**src/sv/rau_pkg.sv**
```systemverilog
`timescale 1ns / 1ps
// ---------------------------------------------------------------------------
// rau_pkg
// Shared types for the rational arithmetic unit: opcodes, compare codes and
// the sequencer states.
// ---------------------------------------------------------------------------
package rau_pkg;

  typedef enum logic [2:0] {
    OP_ADD = 3'd0,
    OP_SUB = 3'd1,
    OP_MUL = 3'd2,
    OP_DIV = 3'd3,
    OP_CMP = 3'd4,
    OP_RED = 3'd5
  } rau_op_e;

  typedef enum logic [1:0] {
    CMP_LT = 2'd0,
    CMP_EQ = 2'd1,
    CMP_GT = 2'd2
  } rau_cmp_e;

  typedef enum logic [3:0] {
    S_IDLE,
    S_MUL,
    S_COMB,
    S_SIGN,
    S_GCD,
    S_DIVN_GO,
    S_DIVN_WAIT,
    S_DIVD_GO,
    S_DIVD_WAIT,
    S_OUT
  } rau_state_e;

endpackage

```
**src/sv/rau_div.sv**
```systemverilog
`timescale 1ns / 1ps
// ---------------------------------------------------------------------------
// rau_div
// Iterative restoring divider, one quotient bit per cycle. A start pulse
// loads the operands; done pulses for one cycle when the quotient is ready.
// ---------------------------------------------------------------------------
module rau_div #(
  parameter int WIDTH = 33
) (
  input  logic             clk_i,
  input  logic             rst_ni,
  input  logic             start_i,
  input  logic [WIDTH-1:0] dividend_i,
  input  logic [WIDTH-1:0] divisor_i,
  output logic             done_o,
  output logic [WIDTH-1:0] quotient_o
);

  localparam int CW = $clog2(WIDTH);

  logic             busy_q, busy_d;
  logic             done_q, done_d;
  logic [CW-1:0]    cnt_q, cnt_d;
  logic [WIDTH-1:0] rem_q, rem_d;
  logic [WIDTH-1:0] quo_q, quo_d;
  logic [WIDTH-1:0] div_q, div_d;
  logic [WIDTH:0]   trial;
  logic [WIDTH+1:0] diff;
  logic             ge;

  assign trial = {rem_q, quo_q[WIDTH-1]};
  assign diff  = {1'b0, trial} - {2'b00, div_q};
  assign ge    = ~diff[WIDTH+1];

  always_comb begin
    busy_d = busy_q;
    done_d = 1'b0;
    cnt_d  = cnt_q;
    rem_d  = rem_q;
    quo_d  = quo_q;
    div_d  = div_q;
    if (start_i) begin
      busy_d = 1'b1;
      cnt_d  = '0;
      rem_d  = '0;
      quo_d  = dividend_i;
      div_d  = divisor_i;
    end else if (busy_q) begin
      rem_d = ge ? diff[WIDTH-1:0] : trial[WIDTH-1:0];
      quo_d = {quo_q[WIDTH-2:0], ge};
      cnt_d = cnt_q + 1'b1;
      if (cnt_q == CW'(WIDTH - 1)) begin
        busy_d = 1'b0;
        done_d = 1'b1;
      end
    end
  end

  always_ff @(posedge clk_i or negedge rst_ni) begin
    if (!rst_ni) begin
      busy_q <= 1'b0;
      done_q <= 1'b0;
      cnt_q  <= '0;
    end else begin
      busy_q <= busy_d;
      done_q <= done_d;
      cnt_q  <= cnt_d;
    end
  end

  always_ff @(posedge clk_i) begin
    rem_q <= rem_d;
    quo_q <= quo_d;
    div_q <= div_d;
  end

  assign done_o     = done_q;
  assign quotient_o = quo_q;

endmodule

```
**src/sv/rational_arithmetic_unit.sv**
```systemverilog
`timescale 1ns / 1ps
// Sequence: the shared multiplier forms three products, S_COMB and S_SIGN set
// up the operands, binary GCD steps follow, then two divisions and the output
// state. Compare and error cases skip GCD and division.
// Throughput: one item at a time; in_stall_o holds new items off until idle.
// The shared multiplier, the GCD subtractor and the one divider set the rate.
// Reset is asynchronous and active low; it clears the sequencer and out valid.
// ---------------------------------------------------------------------------
// rational_arithmetic_unit
// Fraction add, subtract, multiply, divide, compare and reduce. Results are
// brought to lowest terms by a binary GCD followed by two exact divisions.
// ---------------------------------------------------------------------------
module rational_arithmetic_unit #(
  parameter int OPERAND_WIDTH = 16
) (
  input  logic                            clk_i,
  input  logic                            rst_ni,
  input  logic                            in_valid_i,
  output logic                            in_stall_o,
  input  logic [2:0]                      opcode_i,
  input  logic signed [OPERAND_WIDTH-1:0] a_num_i,
  input  logic [OPERAND_WIDTH-1:0]        a_den_i,
  input  logic signed [OPERAND_WIDTH-1:0] b_num_i,
  input  logic [OPERAND_WIDTH-1:0]        b_den_i,
  output logic                            out_valid_o,
  input  logic                            out_stall_i,
  output logic signed [33:0]              res_num_o,
  output logic [31:0]                     res_den_o,
  output logic [1:0]                      cmp_result_o,
  output logic                            div_zero_o
);
  import rau_pkg::*;

  localparam int W  = OPERAND_WIDTH;
  localparam int PW = 2 * W + 2;   // signed products and sums
  localparam int MW = 2 * W + 1;   // magnitudes
  localparam int XW = MW + 34;
  localparam int YW = MW + 32;

  rau_state_e state_q, state_d;
  logic [1:0] mstep_q, mstep_d;
  logic       out_valid_q, out_valid_d;

  rau_op_e                op_q, op_d;
  logic signed [W-1:0]    an_q, an_d, bn_q, bn_d;
  logic [W-1:0]           ad_q, ad_d, bd_q, bd_d;
  logic signed [PW-1:0]   p0_q, p0_d, p1_q, p1_d, p2_q, p2_d;
  logic signed [PW-1:0]   num_q, num_d, den_q, den_d;
  logic [MW-1:0]          x_q, x_d, y_q, y_d, m_q, m_d, d_q, d_d;
  logic                   neg_q, neg_d;
  rau_cmp_e               cmp_q, cmp_d;
  logic                   dz_q, dz_d;
  logic signed [33:0]     rn_q, rn_d;
  logic [31:0]            rd_q, rd_d;
  logic [1:0]             rc_q, rc_d;
  logic                   rz_q, rz_d;

  logic signed [W:0]      mul_a, mul_b;
  logic signed [PW-1:0]   prod;
  logic signed [PW-1:0]   num_abs, den_abs;
  logic [MW-1:0]          big, lil, gdiff;
  logic                   in_take;
  logic                   div_start, div_done;
  logic [MW-1:0]          div_dividend, div_quot;
  logic [XW-1:0]          m_ext, num_full;
  logic [YW-1:0]          d_ext;

  assign in_stall_o = (state_q != S_IDLE);
  assign in_take    = in_valid_i && !in_stall_o;

  // One shared signed multiplier; the step counter picks its operands.
  always_comb begin
    unique case (mstep_q)
      2'd0: begin
        mul_a = {an_q[W-1], an_q};
        mul_b = (op_q == OP_MUL) ? {bn_q[W-1], bn_q} : $signed({1'b0, bd_q});
      end
      2'd1: begin
        mul_a = {bn_q[W-1], bn_q};
        mul_b = $signed({1'b0, ad_q});
      end
      default: begin
        mul_a = $signed({1'b0, ad_q});
        mul_b = $signed({1'b0, bd_q});
      end
    endcase
  end
  assign prod = mul_a * mul_b;

  assign num_abs = num_q[PW-1] ? -num_q : num_q;
  assign den_abs = den_q[PW-1] ? -den_q : den_q;

  assign big   = (x_q >= y_q) ? x_q : y_q;
  assign lil   = (x_q >= y_q) ? y_q : x_q;
  assign gdiff = big - lil;

  assign div_start    = (state_q == S_DIVN_GO) || (state_q == S_DIVD_GO);
  assign div_dividend = (state_q == S_DIVN_GO) ? m_q : d_q;

  rau_div #(
    .WIDTH(MW)
  ) u_div (
    .clk_i      (clk_i),
    .rst_ni     (rst_ni),
    .start_i    (div_start),
    .dividend_i (div_dividend),
    .divisor_i  (x_q),
    .done_o     (div_done),
    .quotient_o (div_quot)
  );

  assign m_ext    = {34'd0, m_q};
  assign num_full = neg_q ? (~m_ext + 1'b1) : m_ext;
  assign d_ext    = {32'd0, d_q};

  always_comb begin
    state_d     = state_q;
    mstep_d     = mstep_q;
    out_valid_d = out_valid_q;
    op_d  = op_q;
    an_d  = an_q;
    ad_d  = ad_q;
    bn_d  = bn_q;
    bd_d  = bd_q;
    p0_d  = p0_q;
    p1_d  = p1_q;
    p2_d  = p2_q;
    num_d = num_q;
    den_d = den_q;
    x_d   = x_q;
    y_d   = y_q;
    m_d   = m_q;
    d_d   = d_q;
    neg_d = neg_q;
    cmp_d = cmp_q;
    dz_d  = dz_q;
    rn_d  = rn_q;
    rd_d  = rd_q;
    rc_d  = rc_q;
    rz_d  = rz_q;

    if (out_valid_q && !out_stall_i) begin
      out_valid_d = 1'b0;
    end

    unique case (state_q)
      S_IDLE: begin
        if (in_take) begin
          op_d    = rau_op_e'(opcode_i);
          an_d    = a_num_i;
          ad_d    = a_den_i;
          bn_d    = b_num_i;
          bd_d    = b_den_i;
          mstep_d = 2'd0;
          state_d = S_MUL;
        end
      end
      S_MUL: begin
        unique case (mstep_q)
          2'd0:    p0_d = prod;
          2'd1:    p1_d = prod;
          default: p2_d = prod;
        endcase
        mstep_d = mstep_q + 2'd1;
        if (mstep_q == 2'd2) begin
          mstep_d = 2'd0;
          state_d = S_COMB;
        end
      end
      S_COMB: begin
        // Default outcome is 0/1 with no flags; the reducing paths override it.
        m_d     = '0;
        d_d     = MW'(1);
        neg_d   = 1'b0;
        cmp_d   = CMP_LT;
        dz_d    = 1'b0;
        state_d = S_OUT;
        unique case (op_q)
          OP_ADD, OP_SUB, OP_MUL, OP_DIV: begin
            if (ad_q == '0 || bd_q == '0 || (op_q == OP_DIV && bn_q == '0)) begin
              dz_d = 1'b1;
            end else begin
              unique case (op_q)
                OP_ADD:  num_d = p0_q + p1_q;
                OP_SUB:  num_d = p0_q - p1_q;
                default: num_d = p0_q;
              endcase
              den_d   = (op_q == OP_DIV) ? p1_q : p2_q;
              state_d = S_SIGN;
            end
          end
          OP_CMP: begin
            if (p0_q < p1_q) begin
              cmp_d = CMP_LT;
            end else if (p0_q > p1_q) begin
              cmp_d = CMP_GT;
            end else begin
              cmp_d = CMP_EQ;
            end
          end
          OP_RED: begin
            if (ad_q == '0) begin
              dz_d = 1'b1;
            end else begin
              num_d   = PW'(an_q);
              den_d   = $signed(PW'(ad_q));
              state_d = S_SIGN;
            end
          end
          default: ;
        endcase
      end
      S_SIGN: begin
        if (num_q == '0) begin
          state_d = S_OUT;
        end else begin
          neg_d   = num_q[PW-1] ^ den_q[PW-1];
          x_d     = num_abs[MW-1:0];
          y_d     = den_abs[MW-1:0];
          m_d     = num_abs[MW-1:0];
          d_d     = den_abs[MW-1:0];
          state_d = S_GCD;
        end
      end
      S_GCD: begin
        // Binary GCD. Common factors of two are stripped from the operands
        // themselves, so the divisor left over is always odd.
        if (x_q == '0 || y_q == '0) begin
          x_d     = x_q | y_q;
          state_d = S_DIVN_GO;
        end else if (!x_q[0] && !y_q[0]) begin
          x_d = x_q >> 1;
          y_d = y_q >> 1;
          m_d = m_q >> 1;
          d_d = d_q >> 1;
        end else if (!x_q[0]) begin
          x_d = x_q >> 1;
        end else if (!y_q[0]) begin
          y_d = y_q >> 1;
        end else if (x_q >= y_q) begin
          x_d = gdiff;
        end else begin
          y_d = gdiff;
        end
      end
      S_DIVN_GO: begin
        state_d = S_DIVN_WAIT;
      end
      S_DIVN_WAIT: begin
        if (div_done) begin
          m_d     = div_quot;
          state_d = S_DIVD_GO;
        end
      end
      S_DIVD_GO: begin
        state_d = S_DIVD_WAIT;
      end
      S_DIVD_WAIT: begin
        if (div_done) begin
          d_d     = div_quot;
          state_d = S_OUT;
        end
      end
      S_OUT: begin
        if (!out_valid_q || !out_stall_i) begin
          rn_d        = $signed(num_full[33:0]);
          rd_d        = d_ext[31:0];
          rc_d        = cmp_q;
          rz_d        = dz_q;
          out_valid_d = 1'b1;
          state_d     = S_IDLE;
        end
      end
      default: state_d = S_IDLE;
    endcase
  end

  always_ff @(posedge clk_i or negedge rst_ni) begin
    if (!rst_ni) begin
      state_q     <= S_IDLE;
      mstep_q     <= 2'd0;
      out_valid_q <= 1'b0;
    end else begin
      state_q     <= state_d;
      mstep_q     <= mstep_d;
      out_valid_q <= out_valid_d;
    end
  end

  always_ff @(posedge clk_i) begin
    op_q  <= op_d;
    an_q  <= an_d;
    ad_q  <= ad_d;
    bn_q  <= bn_d;
    bd_q  <= bd_d;
    p0_q  <= p0_d;
    p1_q  <= p1_d;
    p2_q  <= p2_d;
    num_q <= num_d;
    den_q <= den_d;
    x_q   <= x_d;
    y_q   <= y_d;
    m_q   <= m_d;
    d_q   <= d_d;
    neg_q <= neg_d;
    cmp_q <= cmp_d;
    dz_q  <= dz_d;
    rn_q  <= rn_d;
    rd_q  <= rd_d;
    rc_q  <= rc_d;
    rz_q  <= rz_d;
  end

  assign out_valid_o  = out_valid_q;
  assign res_num_o    = rn_q;
  assign res_den_o    = rd_q;
  assign cmp_result_o = rc_q;
  assign div_zero_o   = rz_q;

  // The GCD loop never runs with both operands at zero.
  a_gcd_nonzero: assert property (@(posedge clk_i) disable iff (!rst_ni)
    state_q == S_GCD |-> (x_q != '0 || y_q != '0))
    else $error("GCD operands both zero");

  // The divider only finishes while the sequencer waits for it.
  a_div_done_wait: assert property (@(posedge clk_i) disable iff (!rst_ni)
    div_done |-> (state_q == S_DIVN_WAIT || state_q == S_DIVD_WAIT))
    else $error("divider finished outside a wait state");

  // An error result is always 0/1.
  a_dz_zero: assert property (@(posedge clk_i) disable iff (!rst_ni)
    (out_valid_o && div_zero_o) |-> (res_num_o == '0 && res_den_o == 32'd1))
    else $error("error result is not 0/1");

  // A new result is only loaded into a free or draining output register.
  a_out_load: assert property (@(posedge clk_i) disable iff (!rst_ni)
    (state_q == S_OUT && out_valid_q && out_stall_i) |=> state_q == S_OUT)
    else $error("result left the sequencer while output stalled");

endmodule
```
**config.mk**
```make
export PLATFORM = sky130hd
export DESIGN_NAME = rational_arithmetic_unit
export DESIGN_NICKNAME = d
export VERILOG_FILES = /design/src/sv/rau_pkg.sv /design/src/sv/rau_div.sv /design/src/sv/rational_arithmetic_unit.sv
export SDC_FILE = /design/constraint.sdc
export NUM_CORES = 2
export LEC_CHECK = 0
export ABC_AREA = 1
export BUFFER_PORTS_ARGS = -buffer_cell sky130_fd_sc_hd__buf_2
export CORE_MARGIN = 2
export CORE_UTILIZATION = 60
export DETAILED_ROUTE_END_ITERATION = 6
export PLACE_DENSITY_LB_ADDON = 0.2
export RECOVER_POWER = 25
export SETUP_SLACK_MARGIN = 0.4
export SYNTH_ARGS = -nofsm -noshare
export SYNTH_HDL_FRONTEND = slang
export SYNTH_SLANG_ARGS = --single-unit
```
**constraint.sdc**
```tcl
create_clock -name clk_i -period 9.7 [get_ports clk_i]
set_clock_uncertainty 0.15 [all_clocks]
set_input_delay 0.97 -clock clk_i [delete_from_list [all_inputs] [get_ports clk_i]]
set_output_delay 0.97 -clock clk_i [all_outputs]
set_load 0.005 [all_outputs]
```
==> flow_summary.yaml <==
run_status:
  status: "complete, but fails checks"
  violations: "design-rule violations, max-capacitance violations, max-slew violations"
clocking:
  clk_path_buf_depth: 3
  numCtsBuffers: 66
  clk-insertion-delay-late_ns: 0.66
  cts_htree_levels: 3
  root_buffer: "clkbuf_16"
  path_clk_slew_ns: 0.06
  cts_setup_buffers: 0
  cts_sinks: 556
  cts_tree: "done"
detailed_routing:
  num_vias: 39430
  drtIter0Drc: 4075
  ant_nets: 0
  routed_wl_um: 152000
  via_per_inst: 6.01
  route.detailed.drc: 16
  wl_per_cell_um: 23.1
  dr.pass1.iters: 7
worst_setup_path:
  path_max_fanout: 17
  slowest_stage: "edfxtp_1"
  required_ns: 9.94
  crit_type: "flip-flop to flip-flop"
  startpoint_type: "flip-flop"
  r2r_cells: 27
  cp.arrival_ns: 9.21
  endpoint_kind: "flip-flop"
  max_stage_delay_ns: 0.61
  cpMostUsedCell: "fa_1"
global_route:
  antenna_found_initial: 1
  grtUsageTotal_pct: 38.7
  grt_max_degree: 74
  grt_pass1_wl_um: 229000
  grt_pass1_vias: 39039
  overflow: 0
floorplanning:
  die_y_um: 280
  coreArea_mm2: 0.0757
  std_cell_rows: 101
  fp.dieW_um: 280
  die_area_mm2: 0.0785
  start_util_pct: 60.4
  pin_count: 142
final_layout:
  register_area_mm2: 0.0163
  n_fill_cell: 6451
  fin_nets: 6160
  final_cell_mix: "1057 x nand2_1, 1003 x inv_1, 508 x edfxtp_1"
  syn_to_final_growth_pct: 8.75
  post-route-util_pct: 65.7
  multi_input_area_mm2: 0.0250
  layout_commonest_cell: "nand2_1"
  drive_gt1_share_pct: 6.37
timing:
  whs_ns: 0.296
  drv_slew: 139
  min_period_over_period_pct: 92.5
  setup_viol: 0
  timing.fmax_mhz: 111
  worst_slew_pin_slew_ns: 3.70
  hold_viol: 0
  rsz0062_at_grt: "false"
  maxSlewHeadroom_pct: -146
  tns_ns: 0
  fin_crit_ns: 8.97
placement:
  io_buffer_count: 141
  gp_congestion: 1.06
  dpl.hpwl_um: 120000
synth:
  synth-async-reset-ratio_pct: 2.70
  synth_area_mm2: 0.0458
  synth_area_per_cell_um2: 8.42
  synth_seq_area_share_pct: 35.6
  synth_edf_count: 508
  synth_flop_cell: "edfxtp_1"
  syn_nets: 6064
  ys_ff_latch: 556
  yosysWarnings: 0
  synthCells: 5436
  synth.distinct_cells: 63
hold_path:
  hold_path_depth: 0
  min_path_type: "flip-flop to flip-flop"
job:
  maxCapViolations: 3
-- sequential cells by signal (all words and copies together) (netlist names), 34 cells and up --
register   cells
den_q         34
num_q         34
p0_q          34
p1_q          34
p2_q          34
res_num_o     34
-- cells by family (layout without fill, tap and decap cells) --
kind of cell	count (synthesis)	count (layout)	synth area share, %
XOR/XNOR	178	178	3.41
AND/OR/NAND/NOR	2032	2032	18.7
other	0	2	0
AO/OA/AOI/OAI	911	911	12.1
flip-flops	556	556	35.6
multiplexers	1	1	0.0246
adder cells (fa/ha/maj)	557	557	20.1
buffers and inverters	1201	1350	10.1
-- through the flow --
stage               std cells  cell area [um^2]  worst slack [ns]
CTS                      6563             49800             0.739
global route             6564             49800             0.504
floorplan                5436             45800              2.44
global placement         6442             47500             0.963
finish                   6565             49800             0.730
detailed placement       6442             47500             0.804
-- critical path, delay by kind of cell (launching register included) --
kind,cells,cell delay (ns)
simple gates,6,1.28
buf+inv,6,1.32
xor+xnor,1,0.27
compound gates,7,1.96
fa+ha+maj,7,3.11
flops,1,0.61
-- worst paths after layout --
path                          from       endpoint  slack (ns)
max reg2reg                op_q[0]       p0_q[30]        0.73
min reg2reg                d_q[22]  res_den_o[22]        0.30
max in group asynchronous   rst_ni   u_div.done_o        8.20
min                        d_q[22]  res_den_o[22]        0.30
max                        op_q[0]       p0_q[30]        0.73
min in group asynchronous   rst_ni     state_q[2]        0.43
-- synthesized netlist by cell type (16+ instances only) --
cell type | instances | share of area [%]
o221ai_1 | 96 | 1.8
o22ai_1 | 43 | 0.59
clkbuf_1 | 135 | 1.1
xor2_1 | 121 | 2.3
dfxtp_1 | 33 | 1.4
ha_1 | 258 | 7.1
nand3_1 | 235 | 2.6
nand2_2 | 21 | 0.29
o2111ai_1 | 20 | 0.38
nand3b_1 | 18 | 0.30
o211ai_1 | 34 | 0.56
edfxtp_1 | 508 | 33
a22oi_1 | 27 | 0.44
fa_1 | 299 | 13
nor4_1 | 30 | 0.41
nor2_1 | 488 | 4.0
inv_1 | 1004 | 8.2
a31oi_1 | 29 | 0.40
nand2_1 | 1057 | 8.7
o21a_1 | 25 | 0.41
clkinv_1 | 17 | 0.14
or2_2 | 19 | 0.26
o21ai_1 | 20 | 0.22
o21ai_0 | 209 | 2.3
nor2_2 | 16 | 0.22
xnor2_1 | 57 | 1.1
nor3_1 | 64 | 0.70
a21oi_1 | 338 | 3.7
nand4_1 | 63 | 0.86
-- routing by layer --
layer / global-route usage (%) / vias to the layer above / wire [um]
met5: 0 / - / 0
li1: - / 18046 / -
met4: 24.8 / 0 / 11700
met3: 5.37 / 534 / 12700
met2: 64.8 / 2167 / 71500
met1: 47.1 / 18683 / 55600
-- timing repair --
action                                  in CTS  in global routing
gates resized for setup                      0                  2
hold buffers                                 0                  0
endpoints found under the setup margin       0                  6
-- area by class of cell --
class,instances,area share [%]
Inverter,1033,7.79
Antenna cell,2,0.0101
Clock inverter,44,1.26
Tap cell,978,2.46
Timing Repair Buffer,196,2.11
Clock buffer,77,3.44
Sequential cell,556,32.7
Multi-Input combinational cell,3679,50.2
Power is left out: the tool's default activity adds up to more than one toggle a clock period on the data nets, which glitch-free logic cannot reach.
